File: src/rtl/core/sha1sh_pkg.sv
package sha1sh_pkg;

  localparam int unsigned NUM_ROUNDS   = 80;
  localparam int unsigned BLOCK_BYTES  = 64;
  localparam int unsigned LEN_POS      = 56;
  localparam int unsigned DIGEST_WORDS = 5;

  localparam logic [31:0] K0 = 32'h5A827999;
  localparam logic [31:0] K1 = 32'h6ED9EBA1;
  localparam logic [31:0] K2 = 32'h8F1BBCDC;
  localparam logic [31:0] K3 = 32'hCA62C1D6;

  localparam logic [7:0] PAD_MARK = 8'h80;

  localparam logic [2:0] LAST_IDX = 3'(DIGEST_WORDS - 1);

  typedef enum logic {
    CMD_APPEND = 1'b0,
    CMD_FINISH = 1'b1
  } cmd_e;

  typedef struct packed {
    cmd_e       command;
    logic [7:0] data_byte;
  } in_item_t;

  typedef struct packed {
    logic [31:0] digest_word;
    logic [2:0]  word_index;
    logic        last_word;
  } out_item_t;

  // Element 0 is h0.
  typedef logic [DIGEST_WORDS-1:0][31:0] chain_t;

  localparam chain_t IV = {32'hC3D2E1F0, 32'h10325476, 32'h98BADCFE,
                           32'hEFCDAB89, 32'h67452301};

  typedef struct packed {
    logic       push;
    logic [7:0] push_byte;
    logic       round_en;
    logic [6:0] round_idx;
    logic       accum;
    logic       load_iv;
  } eng_ctrl_t;

endpackage

File: src/rtl/core/sha1sh_engine.sv
module sha1sh_engine
  import sha1sh_pkg::*;
(
  input  logic      clk_i,
  input  logic      rst_ni,
  input  eng_ctrl_t ctrl_i,
  output chain_t    chain_o
);

  // The block buffer and the rolling schedule share one 512-bit shift line.
  // Bytes enter at the bottom, so the first byte of a block ends up in the
  // top byte; each round consumes the top word and appends the next one.
  logic [511:0] sched_q, sched_d;
  logic [31:0]  a_q, b_q, c_q, d_q, e_q;
  chain_t       chain_q, chain_d;

  logic [31:0] w0, w2, w8, w13, w_next;
  logic [31:0] ra, rb, rc, rd, re;
  logic [31:0] f, k, t;

  assign w0  = sched_q[511:480];
  assign w2  = sched_q[447:416];
  assign w8  = sched_q[255:224];
  assign w13 = sched_q[95:64];

  always_comb begin
    logic [31:0] x;
    x      = w13 ^ w8 ^ w2 ^ w0;
    w_next = {x[30:0], x[31]};
  end

  // The first round starts from the chaining words directly.
  always_comb begin
    if (ctrl_i.round_idx == 7'd0) begin
      ra = chain_q[0];
      rb = chain_q[1];
      rc = chain_q[2];
      rd = chain_q[3];
      re = chain_q[4];
    end else begin
      ra = a_q;
      rb = b_q;
      rc = c_q;
      rd = d_q;
      re = e_q;
    end
  end

  always_comb begin
    priority if (ctrl_i.round_idx < 7'd20) begin
      f = (rb & rc) | (~rb & rd);
      k = K0;
    end else if (ctrl_i.round_idx < 7'd40) begin
      f = rb ^ rc ^ rd;
      k = K1;
    end else if (ctrl_i.round_idx < 7'd60) begin
      f = (rb & rc) | (rb & rd) | (rc & rd);
      k = K2;
    end else begin
      f = rb ^ rc ^ rd;
      k = K3;
    end
    t = {ra[26:0], ra[31:27]} + f + re + k + w0;
  end

  always_comb begin
    priority if (ctrl_i.push) begin
      sched_d = {sched_q[503:0], ctrl_i.push_byte};
    end else if (ctrl_i.round_en) begin
      sched_d = {sched_q[479:0], w_next};
    end else begin
      sched_d = sched_q;
    end
  end

  always_comb begin
    chain_d = chain_q;
    priority if (ctrl_i.load_iv) begin
      chain_d = IV;
    end else if (ctrl_i.accum) begin
      chain_d[0] = chain_q[0] + a_q;
      chain_d[1] = chain_q[1] + b_q;
      chain_d[2] = chain_q[2] + c_q;
      chain_d[3] = chain_q[3] + d_q;
      chain_d[4] = chain_q[4] + e_q;
    end else begin
      chain_d = chain_q;
    end
  end

  always_ff @(posedge clk_i) begin
    sched_q <= sched_d;
    if (ctrl_i.round_en) begin
      a_q <= t;
      b_q <= ra;
      c_q <= {rb[1:0], rb[31:2]};
      d_q <= rc;
      e_q <= rd;
    end
  end

  always_ff @(posedge clk_i or negedge rst_ni) begin
    if (!rst_ni) begin
      chain_q <= IV;
    end else begin
      chain_q <= chain_d;
    end
  end

  assign chain_o = chain_q;

endmodule

File: src/rtl/core/sha1_stream_hash.sv
// An append item is taken while idle; the 64th byte of a block stalls the input for
// the 80 rounds of the shared round adder and the fold into h0..h4.
// A finish item pushes one pad byte per cycle up to the block end, compresses one
// or two blocks, then presents the five digest words one per cycle unless stalled.
// Reset is asynchronous and active low: chaining words return to the initial
// hash values, byte and fill counters to zero; the block buffer is not cleared.
module sha1_stream_hash
  import sha1sh_pkg::*;
(
  input  logic      clk_i,
  input  logic      rst_ni,
  input  logic      in_valid_i,
  output logic      in_stall_o,
  input  in_item_t  in_item_i,
  output logic      out_valid_o,
  input  logic      out_stall_i,
  output out_item_t out_item_o
);

  typedef enum logic [4:0] {
    ST_IDLE  = 5'b00001,
    ST_PAD   = 5'b00010,
    ST_ROUND = 5'b00100,
    ST_ACCUM = 5'b01000,
    ST_EMIT  = 5'b10000
  } state_e;

  localparam logic [5:0] LAST_FILL  = 6'(BLOCK_BYTES - 1);
  localparam logic [5:0] LEN_START  = 6'(LEN_POS);
  localparam logic [6:0] LAST_ROUND = 7'(NUM_ROUNDS - 1);

  state_e      state_q, state_d;
  logic [5:0]  fill_q, fill_d;
  logic [60:0] msg_q, msg_d;
  logic [6:0]  rnd_q, rnd_d;
  logic [2:0]  idx_q, idx_d;
  logic        fin_q, fin_d;
  logic        first_q, first_d;
  logic        long_q, long_d;
  logic        final_q, final_d;

  eng_ctrl_t   ctrl;
  chain_t      chain;
  logic [63:0] bit_len;
  logic [2:0]  len_sel;
  logic [7:0]  pad_byte;

  assign bit_len = {msg_q, 3'b000};
  assign len_sel = 3'(3'd7 - fill_q[2:0]);

  // The mark byte comes first; the length fills the last eight bytes of the
  // final block only, so a two-block tail pads its first block with zeros.
  always_comb begin
    priority if (first_q) begin
      pad_byte = PAD_MARK;
    end else if (!long_q && (fill_q >= LEN_START)) begin
      pad_byte = bit_len[{len_sel, 3'b000} +: 8];
    end else begin
      pad_byte = 8'h00;
    end
  end

  always_comb begin
    state_d = state_q;
    fill_d  = fill_q;
    msg_d   = msg_q;
    rnd_d   = rnd_q;
    idx_d   = idx_q;
    fin_d   = fin_q;
    first_d = first_q;
    long_d  = long_q;
    final_d = final_q;
    ctrl    = '0;

    unique case (state_q)
      ST_IDLE: begin
        if (in_valid_i) begin
          if (in_item_i.command == CMD_APPEND) begin
            ctrl.push      = 1'b1;
            ctrl.push_byte = in_item_i.data_byte;
            msg_d          = msg_q + 61'd1;
            fill_d         = fill_q + 6'd1;
            if (fill_q == LAST_FILL) begin
              final_d = 1'b0;
              rnd_d   = '0;
              state_d = ST_ROUND;
            end
          end else begin
            fin_d   = 1'b1;
            first_d = 1'b1;
            long_d  = (fill_q >= LEN_START);
            state_d = ST_PAD;
          end
        end
      end
      ST_PAD: begin
        ctrl.push      = 1'b1;
        ctrl.push_byte = pad_byte;
        first_d        = 1'b0;
        fill_d         = fill_q + 6'd1;
        if (fill_q == LAST_FILL) begin
          final_d = !long_q;
          long_d  = 1'b0;
          rnd_d   = '0;
          state_d = ST_ROUND;
        end
      end
      ST_ROUND: begin
        ctrl.round_en  = 1'b1;
        ctrl.round_idx = rnd_q;
        rnd_d          = rnd_q + 7'd1;
        if (rnd_q == LAST_ROUND) begin
          state_d = ST_ACCUM;
        end
      end
      ST_ACCUM: begin
        ctrl.accum = 1'b1;
        priority if (final_q) begin
          idx_d   = '0;
          state_d = ST_EMIT;
        end else if (fin_q) begin
          state_d = ST_PAD;
        end else begin
          state_d = ST_IDLE;
        end
      end
      ST_EMIT: begin
        if (!out_stall_i) begin
          idx_d = idx_q + 3'd1;
          if (idx_q == LAST_IDX) begin
            ctrl.load_iv = 1'b1;
            msg_d        = '0;
            fin_d        = 1'b0;
            state_d      = ST_IDLE;
          end
        end
      end
      default: begin
        state_d = ST_IDLE;
      end
    endcase
  end

  always_ff @(posedge clk_i or negedge rst_ni) begin
    if (!rst_ni) begin
      state_q <= ST_IDLE;
      fill_q  <= '0;
      msg_q   <= '0;
      rnd_q   <= '0;
      idx_q   <= '0;
      fin_q   <= 1'b0;
      first_q <= 1'b0;
      long_q  <= 1'b0;
      final_q <= 1'b0;
    end else begin
      state_q <= state_d;
      fill_q  <= fill_d;
      msg_q   <= msg_d;
      rnd_q   <= rnd_d;
      idx_q   <= idx_d;
      fin_q   <= fin_d;
      first_q <= first_d;
      long_q  <= long_d;
      final_q <= final_d;
    end
  end

  sha1sh_engine u_engine (
    .clk_i   (clk_i),
    .rst_ni  (rst_ni),
    .ctrl_i  (ctrl),
    .chain_o (chain)
  );

  assign in_stall_o             = (state_q != ST_IDLE);
  assign out_valid_o            = (state_q == ST_EMIT);
  assign out_item_o.digest_word = chain[idx_q];
  assign out_item_o.word_index  = idx_q;
  assign out_item_o.last_word   = (idx_q == LAST_IDX);

endmodule

File: config.mk
export PLATFORM = sky130hd
export DESIGN_NAME = sha1_stream_hash
export DESIGN_NICKNAME = d
export VERILOG_FILES = /design/src/rtl/core/sha1sh_pkg.sv /design/src/rtl/core/sha1sh_engine.sv /design/src/rtl/core/sha1_stream_hash.sv
export SDC_FILE = /design/constraint.sdc
export NUM_CORES = 2
export LEC_CHECK = 0
export ABC_AREA = 1
export ABC_CLOCK_PERIOD_IN_PS = 48200
export BUFFER_PORTS_ARGS = -buffer_cell sky130_fd_sc_hd__buf_2
export CAP_MARGIN = 25
export CORE_ASPECT_RATIO = 1.25
export CORE_MARGIN = 2
export CORE_UTILIZATION = 30
export DETAILED_ROUTE_END_ITERATION = 8
export PLACE_DENSITY = 0.53
export SLEW_MARGIN = 10
export SYNTH_ARGS = -nofsm -noshare
export SYNTH_HDL_FRONTEND = slang
export SYNTH_SLANG_ARGS = --single-unit
export TNS_END_PERCENT = 20
File: constraint.sdc
create_clock -name clk_i -period 48.2 [get_ports clk_i]
set_clock_uncertainty 0.15 [all_clocks]
set_input_delay 9.64 -clock clk_i [delete_from_list [all_inputs] [get_ports clk_i]]
set_output_delay 9.64 -clock clk_i [all_outputs]
set_load 0.03 [all_outputs]
==> metrics.yaml <==
clockBufferDepth: 3
setup_ws_ns: 33.64
syn_area_um2: 57500
final.fill_count: 20000
slew_headroom_pct: 19.6
crit_path_start: "in_item_i[8]"
fmax_ghz: 0.0687
postSynthCellCount: 7026
cellPowerDensity_nw_per_um2: 50.1
mostFrequentLayoutCell: "nand2_1"
gr-usage-all-layers_pct: 20.1
p_leak_nw: 28.8
finalCritPeriodShare_pct: 30.2
drt-initial-drc-count: 4481
utilization_pct: 33.7
grt_max_degree: 255
grt_pass1_vias: 47600
slew_viol_final: 0
max_slew.worst_pin.slew_ns: 1.21
cts-root-buf: "clkbuf_16"
syn-num-nets: 7351
start_util_pct: 30.2
grt_overflow: 0
cts_tree: "done"
r2r_setup_slack_ns: 39.60
clk_pin_slew_ns: 0.06
gp_congestion: 0.997
detail_route.wl_per_cell_um: 20.8
syn_area_per_cell_um2: 8.18
die_h_um: 493
final_cell_mix: "nand2_1 (2,324), inv_1 (744), edfxtp_1 (672)"
ys_ff_latch: 918
clk_latency_ns: 0.76
drive_gt1_share_pct: 6.10
die-area_um2: 195000
required_ns: 48.42
fp-row-count: 179
async_flop_share_pct: 26.8
worstSetupEndpointType: "flip-flop"
drc: 0
critical_path_class: "primary input to flip-flop"
dieWidth_um: 396
core_region_area_um2: 190000
routed_wl_mm: 200
viasPerCell: 5.05
vdd_drop_max_v: 0.0000512
io_pins: 51
antenna_found_initial: 5
dr_total_vias: 48700
post_cts_resized: 0
drtPass1Iterations: 6
setup_viol: 0
postCtsSetupBuffers: 0
status: "complete, no violations"
grt_setup_unrepaired: "false"
ant_nets: 0
drv_cap: 0
hold_buffers: 0
place_ws_ns: 32.65
worstSetupStartpointType: "primary input"
ctsHtreeMaxLevel: 3
cts.sinks: 918
arrival_ns: 14.78
grt_pass1_wl_mm: 298
dp_hpwl_mm: 147
timing.setup.tns_ns: 0
synth-edff-count: 672
ys_seq_area_share_pct: 46.0
yosysWarnings: 0
r2r-start: "rnd_q[0]"
port-buffer-count: 50
synth_flop_cell: "edfxtp_1"
period_minus_slack_ns: 14.56
hp-class: "flip-flop to flip-flop"
finalHoldViolCount: 0
final_nets: 7326
synth_cell_types: 60
cts_buffers: 110
area_delta_synth_final_pct: 11.7
worst-path-max-fanout: 79
hp-start: "u_engine.chain_o[32]"
[cell type report]
type | count | area [µm²] | area share, %
antenna | 1 | 2.50 | 0.00390
clock buffer | 138 | 3030 | 4.72
clock inverter | 71 | 858 | 1.34
inverter | 757 | 2860 | 4.45
multi-input combinational | 5105 | 27100 | 42.2
sequential | 918 | 26400 | 41.2
tap | 2534 | 3170 | 4.94
timing repair buffer | 109 | 771 | 1.20
[where the power goes]
| group | switching (W) | internal (W) | total [W] |
|---|---|---|---|
| logic | 0.000684 | 0.000311 | 0.000995 |
| clock network | 0.000370 | 0.000529 | 0.000899 |
| registers | 0.000139 | 0.00119 | 0.00132 |
| total | 0.00119 | 0.00202 | 0.00322 |
[synthesized netlist by cell type, types with 6 or more instances]
cell         n  area, µm²
a21boi_0    18        135
a21o_1      49        368
a21oi_1    457       2290
a21oi_2      7       61.3
a22o_1       6       52.6
a31oi_1     14       87.6
buf_1       11       41.3
buf_2      115        576
buf_4        9       67.6
clkbuf_1   107        402
dfrtp_1    165       4130
dfstp_2     81       2130
edfxtp_1   672      20200
fa_1       110       2200
ha_1       202       2530
inv_1      744       2790
inv_2        9       33.8
mux2_2      15        169
nand2_1   2325       8730
nand3_1    325       1630
nand3b_1    10       75.1
nand4_1     87        544
nor2_1     429       1610
nor3_1      60        300
nor4_1      12       75.1
o211ai_1    31        233
o21a_1      16        120
o21ai_0    515       2580
o21ai_1     29        145
o21bai_1    27        203
o221ai_1    10       87.6
o22ai_1     71        444
o31ai_1     18        135
or2_2       11       68.8
xnor2_1    108        946
xor2_1     103        902
[path summary, 6_finish.rpt]
kind | to | depth (start not counted)
setup / recovery | u_engine.sched_q[339] | 12
hold / removal | u_engine.chain_o[32] | 2
max in group asynchronous | msg_q[39] | 4
min in group asynchronous | u_engine.chain_o[129] | 1
setup reg to reg | u_engine.a_q[18] | 27
hold reg to reg | u_engine.chain_o[32] | 2
[stage by stage]
step / cells / hold WS [ns] / area (µm²) / power [W]
after global routing: 9632 / 0.364 / 64200 / 0.00343
after CTS: 9629 / 0.344 / 64200 / 0.00325
after global placement: 9418 / 0.329 / 60300 / 0.00232
after detailed placement: 9420 / 0.332 / 60300 / 0.00234
after floorplan: 7026 / 0.296 / 57500 / 0.00211
final: 9633 / 0.340 / 64200 / 0.00322
[registers in the layout (all words and copies together), names as in the netlist, 7 cells and up]
name and count:
u_engine.sched_q 512, u_engine.chain_o 160, msg_q 61, u_engine.a_q 32, u_engine.b_q 32, u_engine.c_q 32
u_engine.d_q 32, u_engine.e_q 32, rnd_q 7
[metal layers]
metal,vias up,part of all wire [%],GRT usage [%]
li1,23300,-,-
met2,1547,48,34.0
met3,394,5.4,2.51
met4,6,5.5,10.1
met5,-,0.024,0
met1,23400,41,25.2
[worst max-delay path: stages]
cell and delay [ns]:
buf_2 0.13, nor2_1 0.10, nand2_1 0.09, inv_2 0.17
nor2_4 0.04, buf_4 0.35, nand2_4 0.66, buf_4 0.84
buf_4 0.82, buf_4 0.59, buf_12 0.30, buf_4 0.82
[logic make-up after synthesis]
family	count (synthesis)	share of synthesized area, %
XOR/XNOR	211	3.21
AO/OA/AOI/OAI	1284	12.3
AND/OR/NAND/NOR	3283	23.1
buffers and inverters	1003	6.91
adder cells (fa/ha/maj)	312	8.23
multiplexers	15	0.294
flip-flops	918	46.0
Power figures use the tool's default switching activity.
